**config.mk**
```make
export PLATFORM = sky130hd
export DESIGN_NAME = capture_tachometer_speed_stepper_top
export DESIGN_NICKNAME = d
export VERILOG_FILES = /design/src/design/ctss_pkg.sv /design/src/design/ctss_ctrl.sv /design/src/design/ctss_dp.sv /design/src/design/capture_tachometer_speed_stepper_top.sv
export SDC_FILE = /design/constraint.sdc
export NUM_CORES = 1
export LEC_CHECK = 0
export ABC_CLOCK_PERIOD_IN_PS = 6130
export BUFFER_PORTS_ARGS = -buffer_cell sky130_fd_sc_hd__buf_2
export CAP_MARGIN = 20
export CORE_MARGIN = 2
export CORE_UTILIZATION = 60
export DETAILED_ROUTE_END_ITERATION = 16
export GPL_TIMING_DRIVEN = 0
export PLACE_DENSITY = 0.8
export SYNTH_ARGS = -nofsm -noshare
export SYNTH_HDL_FRONTEND = slang
export SYNTH_SLANG_ARGS = --single-unit
```
**constraint.sdc**
```tcl
create_clock -name clk_i -period 6.13 [get_ports clk_i]
set_input_delay 0.9195 -clock clk_i [delete_from_list [all_inputs] [get_ports clk_i]]
set_output_delay 0.9195 -clock clk_i [all_outputs]
set_load 0.02 [all_outputs]
```
**src/design/ctss_pkg.sv**
```systemverilog
// shared types, codes and constants for the capture tachometer speed stepper
`timescale 1ns / 1ps

package ctss_pkg;

  // field widths
  localparam int unsigned FUNC_W      = 2;
  localparam int unsigned STAMP_W     = 16;
  localparam int unsigned RPM_W       = 8;
  localparam int unsigned DUTY_W      = 8;
  localparam int unsigned NUM_W       = 32;
  localparam int unsigned PERIOD_W    = 32;
  localparam int unsigned OVF_W       = 16;
  localparam int unsigned CFG_IDX_W   = 1;
  localparam int unsigned CFG_DATA_W  = 32;
  localparam int unsigned IN_DATA_W   = 24;
  localparam int unsigned OUT_DATA_W  = 24;
  localparam int unsigned DIV_CNT_W   = 5;

  // reset values
  localparam logic [NUM_W-1:0]  RPM_NUM_RESET      = 32'd1863354;
  localparam logic [DUTY_W-1:0] RESTART_DUTY_RESET = 8'd50;
  localparam logic [DUTY_W-1:0] DUTY_RESET         = 8'd10;

  // divider runs one quotient bit per step
  localparam logic [DIV_CNT_W-1:0] DIV_LAST_STEP = 5'd31;

  // limits of the 8-bit speed and duty
  localparam logic [RPM_W-1:0]  RPM_MAX  = 8'd255;
  localparam logic [DUTY_W-1:0] DUTY_MAX = 8'd255;
  localparam logic [DUTY_W-1:0] DUTY_MIN = 8'd0;

  // event kinds carried on tuser
  typedef enum logic [FUNC_W-1:0] {
    FUNC_OVERFLOW = 2'd0,
    FUNC_CAPTURE  = 2'd1,
    FUNC_STOP     = 2'd2,
    FUNC_CONTROL  = 2'd3
  } func_e;

  // configuration register indexes
  typedef enum logic [CFG_IDX_W-1:0] {
    CFG_RPM_NUMERATOR = 1'b0,
    CFG_RESTART_DUTY  = 1'b1
  } cfg_idx_e;

  // controller states
  typedef enum logic [1:0] {
    ST_IDLE,
    ST_DIVIDE,
    ST_FINISH
  } ctrl_state_e;

  // commands from controller to datapath
  typedef struct packed {
    logic apply_event;
    logic div_start;
    logic div_step;
    logic div_finish;
  } dp_cmd_t;

  // status from datapath to controller
  typedef struct packed {
    logic div_last;
  } dp_status_t;

endpackage

```
**src/design/ctss_ctrl.sv**
```systemverilog
// controller state machine: handshakes and sequencing of the divide
`timescale 1ns / 1ps

module ctss_ctrl (
  input  logic                  clk_i,
  input  logic                  rst_ni,
  input  logic                  in_valid_i,
  input  ctss_pkg::func_e       in_func_i,
  output logic                  in_ready_o,
  output logic                  out_valid_o,
  input  logic                  out_ready_i,
  output ctss_pkg::dp_cmd_t     cmd_o,
  input  ctss_pkg::dp_status_t  status_i
);

  ctss_pkg::ctrl_state_e state_q, state_d;
  logic                  out_valid_q, out_valid_d;
  logic                  out_free;
  logic                  accept;

  // output slot is free when empty or being taken this cycle
  assign out_free    = !out_valid_q || out_ready_i;
  assign in_ready_o  = (state_q == ctss_pkg::ST_IDLE) && out_free;
  assign accept      = in_valid_i && in_ready_o;
  assign out_valid_o = out_valid_q;

  // next state
  always_comb begin
    state_d = state_q;
    unique case (state_q)
      ctss_pkg::ST_IDLE: begin
        if (accept && (in_func_i == ctss_pkg::FUNC_CONTROL)) begin
          state_d = ctss_pkg::ST_DIVIDE;
        end
      end
      ctss_pkg::ST_DIVIDE: begin
        if (status_i.div_last) begin
          state_d = ctss_pkg::ST_FINISH;
        end
      end
      ctss_pkg::ST_FINISH: begin
        state_d = ctss_pkg::ST_IDLE;
      end
      default: begin
        state_d = ctss_pkg::ST_IDLE;
      end
    endcase
  end

  // outputs: datapath commands and output valid
  always_comb begin
    cmd_o       = '0;
    out_valid_d = out_valid_q && !out_ready_i;
    unique case (state_q)
      ctss_pkg::ST_IDLE: begin
        if (accept) begin
          if (in_func_i == ctss_pkg::FUNC_CONTROL) begin
            cmd_o.div_start = 1'b1;
          end else begin
            cmd_o.apply_event = 1'b1;
            out_valid_d       = 1'b1;
          end
        end
      end
      ctss_pkg::ST_DIVIDE: begin
        cmd_o.div_step = 1'b1;
      end
      ctss_pkg::ST_FINISH: begin
        cmd_o.div_finish = 1'b1;
        out_valid_d      = 1'b1;
      end
      default: begin
        cmd_o = '0;
      end
    endcase
  end

  // state and valid registers
  always_ff @(posedge clk_i or negedge rst_ni) begin
    if (!rst_ni) begin
      state_q     <= ctss_pkg::ST_IDLE;
      out_valid_q <= 1'b0;
    end else begin
      state_q     <= state_d;
      out_valid_q <= out_valid_d;
    end
  end

endmodule

```
**src/design/ctss_dp.sv**
```systemverilog
// datapath: tachometer state, configuration, bit-serial divider, duty stepping
`timescale 1ns / 1ps

module ctss_dp (
  input  logic                                clk_i,
  input  logic                                rst_ni,
  input  logic                                cfg_we_i,
  input  logic [ctss_pkg::CFG_IDX_W-1:0]      cfg_index_i,
  input  logic [ctss_pkg::CFG_DATA_W-1:0]     cfg_data_i,
  input  ctss_pkg::func_e                     func_i,
  input  logic [ctss_pkg::STAMP_W-1:0]        stamp_i,
  input  logic [ctss_pkg::RPM_W-1:0]          target_i,
  input  ctss_pkg::dp_cmd_t                   cmd_i,
  output ctss_pkg::dp_status_t                status_o,
  output logic [ctss_pkg::DUTY_W-1:0]         duty_o,
  output logic [ctss_pkg::RPM_W-1:0]          real_rpm_o,
  output logic                                drive_enabled_o
);

  localparam int unsigned NW = ctss_pkg::NUM_W;
  localparam int unsigned PW = ctss_pkg::PERIOD_W;

  // configuration registers
  logic [NW-1:0]                   rpm_num_q;
  logic [ctss_pkg::DUTY_W-1:0]     restart_duty_q;

  // tachometer and controller state
  logic [ctss_pkg::OVF_W-1:0]      ovf_cnt_q, ovf_cnt_d;
  logic [ctss_pkg::STAMP_W-1:0]    last_stamp_q, last_stamp_d;
  logic [PW-1:0]                   period_q, period_d;
  logic [ctss_pkg::DUTY_W-1:0]     duty_q, duty_d;
  logic [ctss_pkg::RPM_W-1:0]      speed_q, speed_d;
  logic                            drive_on_q, drive_on_d;

  // divider registers
  logic [PW-1:0]                   rem_q, rem_d;
  logic [NW-1:0]                   quo_q, quo_d;
  logic [ctss_pkg::DIV_CNT_W-1:0]  cnt_q, cnt_d;
  logic [ctss_pkg::RPM_W-1:0]      target_q, target_d;

  logic [PW:0]                     shifted;
  logic [PW:0]                     diff;
  logic                            ge;
  logic [ctss_pkg::RPM_W-1:0]      speed_sat;
  logic [ctss_pkg::DUTY_W-1:0]     duty_step;

  // configuration writes
  always_ff @(posedge clk_i or negedge rst_ni) begin
    if (!rst_ni) begin
      rpm_num_q      <= ctss_pkg::RPM_NUM_RESET;
      restart_duty_q <= ctss_pkg::RESTART_DUTY_RESET;
    end else if (cfg_we_i) begin
      unique case (ctss_pkg::cfg_idx_e'(cfg_index_i))
        ctss_pkg::CFG_RPM_NUMERATOR: rpm_num_q      <= cfg_data_i[NW-1:0];
        ctss_pkg::CFG_RESTART_DUTY:  restart_duty_q <= cfg_data_i[ctss_pkg::DUTY_W-1:0];
        default: ;
      endcase
    end
  end

  // one restoring division step
  assign shifted = {rem_q, quo_q[NW-1]};
  assign diff    = shifted - {1'b0, period_q};
  assign ge      = (shifted >= {1'b0, period_q});

  // saturated speed from the finished quotient
  assign speed_sat = (|quo_q[NW-1:ctss_pkg::RPM_W]) ? ctss_pkg::RPM_MAX
                                                    : quo_q[ctss_pkg::RPM_W-1:0];

  // duty one unit off the target: below it when the speed is above, above it when below, held at the ends
  always_comb begin
    if (speed_sat > target_q) begin
      duty_step = (target_q == ctss_pkg::DUTY_MIN) ? ctss_pkg::DUTY_MIN
                                                   : target_q - 1'b1;
    end else if (target_q > speed_sat) begin
      duty_step = (target_q == ctss_pkg::DUTY_MAX) ? ctss_pkg::DUTY_MAX
                                                   : target_q + 1'b1;
    end else begin
      duty_step = target_q;
    end
  end

  // event and divider next values
  always_comb begin
    ovf_cnt_d    = ovf_cnt_q;
    last_stamp_d = last_stamp_q;
    period_d     = period_q;
    duty_d       = duty_q;
    speed_d      = speed_q;
    drive_on_d   = drive_on_q;
    rem_d        = rem_q;
    quo_d        = quo_q;
    cnt_d        = cnt_q;
    target_d     = target_q;

    if (cmd_i.apply_event) begin
      case (func_i)
        ctss_pkg::FUNC_OVERFLOW: begin
          ovf_cnt_d = ovf_cnt_q + 1'b1;
        end
        ctss_pkg::FUNC_CAPTURE: begin
          period_d     = {ovf_cnt_q, {ctss_pkg::STAMP_W{1'b0}}}
                         - {{(PW-ctss_pkg::STAMP_W){1'b0}}, last_stamp_q}
                         + {{(PW-ctss_pkg::STAMP_W){1'b0}}, stamp_i};
          last_stamp_d = stamp_i;
          ovf_cnt_d    = '0;
        end
        ctss_pkg::FUNC_STOP: begin
          drive_on_d = !drive_on_q;
          period_d   = '0;
          duty_d     = restart_duty_q;
        end
        default: ;
      endcase
    end

    if (cmd_i.div_start) begin
      rem_d    = '0;
      quo_d    = rpm_num_q;
      cnt_d    = '0;
      target_d = target_i;
    end

    if (cmd_i.div_step) begin
      rem_d = ge ? diff[PW-1:0] : shifted[PW-1:0];
      quo_d = {quo_q[NW-2:0], ge};
      cnt_d = cnt_q + 1'b1;
    end

    if (cmd_i.div_finish) begin
      speed_d = speed_sat;
      duty_d  = duty_step;
    end
  end

  // architectural state
  always_ff @(posedge clk_i or negedge rst_ni) begin
    if (!rst_ni) begin
      ovf_cnt_q    <= '0;
      last_stamp_q <= '0;
      period_q     <= '0;
      duty_q       <= ctss_pkg::DUTY_RESET;
      speed_q      <= '0;
      drive_on_q   <= 1'b1;
    end else begin
      ovf_cnt_q    <= ovf_cnt_d;
      last_stamp_q <= last_stamp_d;
      period_q     <= period_d;
      duty_q       <= duty_d;
      speed_q      <= speed_d;
      drive_on_q   <= drive_on_d;
    end
  end

  // divider working registers
  always_ff @(posedge clk_i or negedge rst_ni) begin
    if (!rst_ni) begin
      rem_q    <= '0;
      quo_q    <= '0;
      cnt_q    <= '0;
      target_q <= '0;
    end else begin
      rem_q    <= rem_d;
      quo_q    <= quo_d;
      cnt_q    <= cnt_d;
      target_q <= target_d;
    end
  end

  assign status_o.div_last = (cnt_q == ctss_pkg::DIV_LAST_STEP);

  assign duty_o          = duty_q;
  assign real_rpm_o      = speed_q;
  assign drive_enabled_o = drive_on_q;

endmodule

```
**src/design/capture_tachometer_speed_stepper_top.sv**
```systemverilog
// top level of the capture tachometer speed stepper
//
// channel  | direction | tdata / tuser                              | beat
// s_axis   | in        | tuser: func; tdata: stamp, expected_rpm    | one event
// m_axis   | out       | tdata: duty, real_rpm, drive_enabled       | one result
// cfg      | in        | cfg_index_i, cfg_data_i                    | one register write
//
// overflow, capture and stop events are applied when taken; the result is valid the next cycle
// a control update runs one start step, 32 divider steps of one quotient bit each
// and one step for the duty
// reset (rst_ni low) restores all registers at once, no clearing pass
// a stalled result holds its beat; the next event is taken in the cycle it leaves
`timescale 1ns / 1ps

module capture_tachometer_speed_stepper_top (
  input  logic                                 clk_i,
  input  logic                                 rst_ni,
  // events
  input  logic                                 s_axis_tvalid_i,
  output logic                                 s_axis_tready_o,
  input  logic [ctss_pkg::IN_DATA_W-1:0]       s_axis_tdata_i,  // [15:0] capture_stamp, [23:16] expected_rpm
  input  logic [ctss_pkg::FUNC_W-1:0]          s_axis_tuser_i,  // [1:0] func
  // results
  output logic                                 m_axis_tvalid_o,
  input  logic                                 m_axis_tready_i,
  output logic [ctss_pkg::OUT_DATA_W-1:0]      m_axis_tdata_o,  // [7:0] duty, [15:8] real_rpm, [16] drive_enabled
  // configuration
  input  logic                                 cfg_valid_i,
  output logic                                 cfg_ready_o,
  input  logic [ctss_pkg::CFG_IDX_W-1:0]       cfg_index_i,
  input  logic [ctss_pkg::CFG_DATA_W-1:0]      cfg_data_i
);

  ctss_pkg::dp_cmd_t               cmd;
  ctss_pkg::dp_status_t            status;
  ctss_pkg::func_e                 func;
  logic [ctss_pkg::DUTY_W-1:0]     duty;
  logic [ctss_pkg::RPM_W-1:0]      real_rpm;
  logic                            drive_enabled;

  assign func        = ctss_pkg::func_e'(s_axis_tuser_i);
  assign cfg_ready_o = 1'b1;

  // controller
  ctss_ctrl u_ctrl (
    .clk_i       (clk_i),
    .rst_ni      (rst_ni),
    .in_valid_i  (s_axis_tvalid_i),
    .in_func_i   (func),
    .in_ready_o  (s_axis_tready_o),
    .out_valid_o (m_axis_tvalid_o),
    .out_ready_i (m_axis_tready_i),
    .cmd_o       (cmd),
    .status_i    (status)
  );

  // datapath
  ctss_dp u_dp (
    .clk_i           (clk_i),
    .rst_ni          (rst_ni),
    .cfg_we_i        (cfg_valid_i),
    .cfg_index_i     (cfg_index_i),
    .cfg_data_i      (cfg_data_i),
    .func_i          (func),
    .stamp_i         (s_axis_tdata_i[ctss_pkg::STAMP_W-1:0]),
    .target_i        (s_axis_tdata_i[ctss_pkg::STAMP_W +: ctss_pkg::RPM_W]),
    .cmd_i           (cmd),
    .status_o        (status),
    .duty_o          (duty),
    .real_rpm_o      (real_rpm),
    .drive_enabled_o (drive_enabled)
  );

  // result beat packing
  assign m_axis_tdata_o = {
    {(ctss_pkg::OUT_DATA_W - ctss_pkg::DUTY_W - ctss_pkg::RPM_W - 1){1'b0}},
    drive_enabled, real_rpm, duty
  };

endmodule

```
==> run summary <==
worst path cell trace: nor4_1 -> nand4_1 -> or3_1 -> ha_1 -> nor2b_1 -> o21ai_0 -> nand2b_1 -> a21oi_1 -> o21a_1 -> clkbuf_1 -> and3_1 -> nand2_1 -> a31o_2 -> o22ai_1 -> o221ai_1
CP max stage delay: 0.52 ns
Total Power: 8.23 mW
Final TNS setup: 0 ns
initial DRC count: 679
area taken by flip-flops and latches: 0.00505 sq mm
clock latency on the worst-skew pair: 0.52 ns
Metal-1 WL: 13000 microns
CTS Sinks: 201
CTS resizes: 0
synth warn: 0
first-pass GRT wire length: 47800 microns
placer congestion estimate: 0.941
sequential fraction of the synthesis area: 42.3%
post-route antenna net violation count: 0
Crit Path Class: reg2reg
Least-Margin Pin Slew: 0.882 ns
CP arrival: 4.61 ns
Slew Limit Fails: 0
Synth cell types: 74
cell area after synthesis: 0.0119 sq mm
Synth-to-Final Area Change: 13.4%
RR Endpoint: u_dp.duty_o[5]$_DFFE_PN0P_
postcts setup bufs: 0
crit end category: flop
Post-Syn Instances: 1261
Tot GR Track Use: 27.2%
R2R Setup Slk: 1.89 ns
commonest cells after routing, fill and taps aside: dfrtp_1, nand2_1, o21ai_0
die width: 145 microns
die area: 0.0210 sq mm
Async SR Flop Fraction: 100%
Initial Utilization: 61.3%
max_cap viols: 0
vias after detailed routing: 9778
Crit-path slowest cell: or3_1
CTS max path bufs: 3
RSZ-0062 raised after global routing: no
syn avg cell area: 9.47 sq um
final count of hold timing violations: 0
diode count: 0
achievable frequency: 236 MHz
vias in the first global route: 9748
IO Count: 91
TritonCTS Buffers: 23
r2r worst-path depth: 15
Worst Hold Class: in2async
Leak Pwr: 6.26 nW
Layout fillers: 1501
Cell Pwr Density: 608 mW/mm^2
setup violators final: 0
Final Cycle Share: 69.2%
WL/cell: 17.2 microns
Clock Skews: 0.00769 ns
Tmin final: 4.24 ns
status: finished, final reports clean
CTS tree: done
grt total ovfl: 0
Setup crit start: u_dp.quo_q[31]$_DFFE_PN0P_
initial antenna violation count: 1
layout cell share with drive strength beyond 1: 16.8%
Die Y: 145 microns
wire length on met2: 13200 microns
NumNets Final: 1508
first drt pass iteration count: 6
Setup crit end: u_dp.duty_o[5]$_DFFE_PN0P_
clk slew on worst S/H paths: 0.06 ns
Slew HR: 41.0%
Rows: 51
DP HPWL: 21100 microns
VDD IR max: 0.286 mV
largest net degree at the start of global routing: 85
multi-input logic area: 0.00628 sq mm
worst-path fanout max: 10
CP startpoint kind: flop
CTS Hold Bufs: 0
highest routed metal layer: met5
commonest non-fill, non-tap cell in the layout: dfrtp_1
Vias/cell: 5.90
CTS Root Cell: clkbuf_16
WL final: 28500 microns
H-tree depth: 1
worst reg2reg startpoint: u_dp.quo_q[31]$_DFFE_PN0P_
top_reg_cell synth: dfrtp_1
metal3 WL: 1560 microns
Post-synth EDFFs: 0
DR DRC count: 0
synthesized flop and latch total: 201
Worst EP required: 6.50 ns
Core ar.: 0.0195 sq mm
I/O Buffers: 82
==> state kept, by name (all words and copies together) (netlist names) <==
| register | cells |
|---|---|
| u_dp.rpm_num_q | 32 |
| u_dp.period_q | 32 |
| u_dp.cnt_q | 5 |
| u_dp.restart_duty_q | 8 |
| u_dp.rem_q | 32 |
| u_dp.ovf_cnt_q | 16 |
| u_dp.quo_q | 32 |
| u_dp.target_q | 8 |
| u_dp.last_stamp_q | 16 |
| u_dp.real_rpm_o | 8 |
| u_dp.drive_enabled_o | 1 |
| u_ctrl.out_valid_o | 1 |
| u_dp.duty_o | 8 |
| u_ctrl.state_q | 2 |
==> critical path: cells and delay by family (launching register included) <==
family	cells	cell delay, ns
adders and majority gates	1	0.32
buffers and inverters	1	0.32
DFF	1	0.48
and+or+nand+nor	7	1.90
AOI/OAI and AO/OA	6	1.06
==> final cells by class <==
type	instances	share of cell area (%)
well taps	265	2.45
clock inverters	5	0.536
inverters	70	1.94
flip-flops and latches	201	37.3
multi-input cells	923	46.4
plain buffers	73	2.65
clock buffers	37	5.16
repair buffers	84	3.51
==> logic make-up (layout without fill, tap and decap cells) <==
group | count (synthesis) | after routing | synth area share, %
xor gates and xnor gates | 71 | 71 | 5.21
and+or+nand+nor | 376 | 376 | 15.3
other | 2 | 8 | 0.0629
DFF | 201 | 201 | 42.3
muxes | 99 | 99 | 8.89
AOI/OAI and AO/OA | 301 | 301 | 15.7
adders and majority gates | 68 | 68 | 7.25
buffers and inverters | 143 | 269 | 5.21
==> through the flow <==
| step | area, sq um | worst slack (ns) | instances | utilization, % | hold slack [ns] |
|---|---|---|---|---|---|
| 6_report | 13500 | 1.89 | 1658 | 69.6 | 0.291 |
| 5_1_grt | 13500 | 1.72 | 1658 | 69.6 | 0.322 |
| 3_3_place_gp | 12700 | 0.854 | 1614 | 65.3 | 0.462 |
| 4_1_cts | 13500 | 1.99 | 1658 | 69.6 | 0.315 |
| 3_5_place_dp | 12800 | 2.02 | 1616 | 65.6 | 0.474 |
| 2_1_floorplan | 12000 | 2.85 | 1267 | - | 0.443 |
==> routing by layer <==
metal,up-vias,global-route usage (%)
li1,4693,-
met1,4725,38.0
met2,300,44.2
met5,-,0
met3,58,3.96
met4,2,8.32
==> how the worst min path moves through the flow <==
| stage | cells past startpoint | end | from | slack, ns |
|---|---|---|---|---|
| finish | 1 | u_dp.real_rpm_o[2]$_DFFE_PN0P_ | rst_ni | 0.29 |
| global route | 1 | u_dp.duty_o[5]$_DFFE_PN0P_ | rst_ni | 0.32 |
| CTS | 1 | u_dp.real_rpm_o[2]$_DFFE_PN0P_ | rst_ni | 0.31 |
| detailed placement | 2 | u_dp.period_q[3]$_DFFE_PN0P_ | u_dp.period_q[3]$_DFFE_PN0P_ | 0.47 |
| global placement | 2 | u_dp.period_q[2]$_DFFE_PN0P_ | u_dp.period_q[2]$_DFFE_PN0P_ | 0.46 |
| floorplan | 2 | u_dp.period_q[3]$_DFFE_PN0P_ | u_dp.period_q[3]$_DFFE_PN0P_ | 0.44 |
==> cell usage after synthesis, types with 5 or more instances <==
library cell,number,area [sq um]
nand2_1,123,462
ha_1,66,826
xnor2_1,38,333
mux2_2,56,631
dfstp_2,19,499
a21oi_1,76,380
xor2_1,33,289
o21bai_1,6,45.0
nor3_1,24,120
buf_6,5,56.3
o21ai_0,90,450
a22o_1,23,201
o31ai_1,10,75.1
and2_1,6,37.5
nor4_1,12,75.1
nor2b_1,10,62.6
or3_1,20,125
nor2_1,63,236
a21o_1,13,97.6
nand2b_1,15,93.8
mux2i_1,43,430
o21ai_1,23,115
o211ai_1,10,75.1
nand4_1,13,81.3
a31oi_1,5,31.3
buf_2,6,30.0
inv_1,70,263
and3_1,10,62.6
nand3_1,60,300
buf_1,10,37.5
clkbuf_1,40,150
dfrtp_1,182,4550
buf_4,10,75.1
==> power by group <==
| part | internal (mW) | switching, mW | leakage, nW |
|---|---|---|---|
| sequential | 1.85 | 0.354 | 2.45 |
| combinational | 1.94 | 2.71 | 3.44 |
| clock | 0.827 | 0.553 | 0.378 |
| total | 4.61 | 3.61 | 6.26 |
Note: power is estimated with default switching activity, not from simulation.
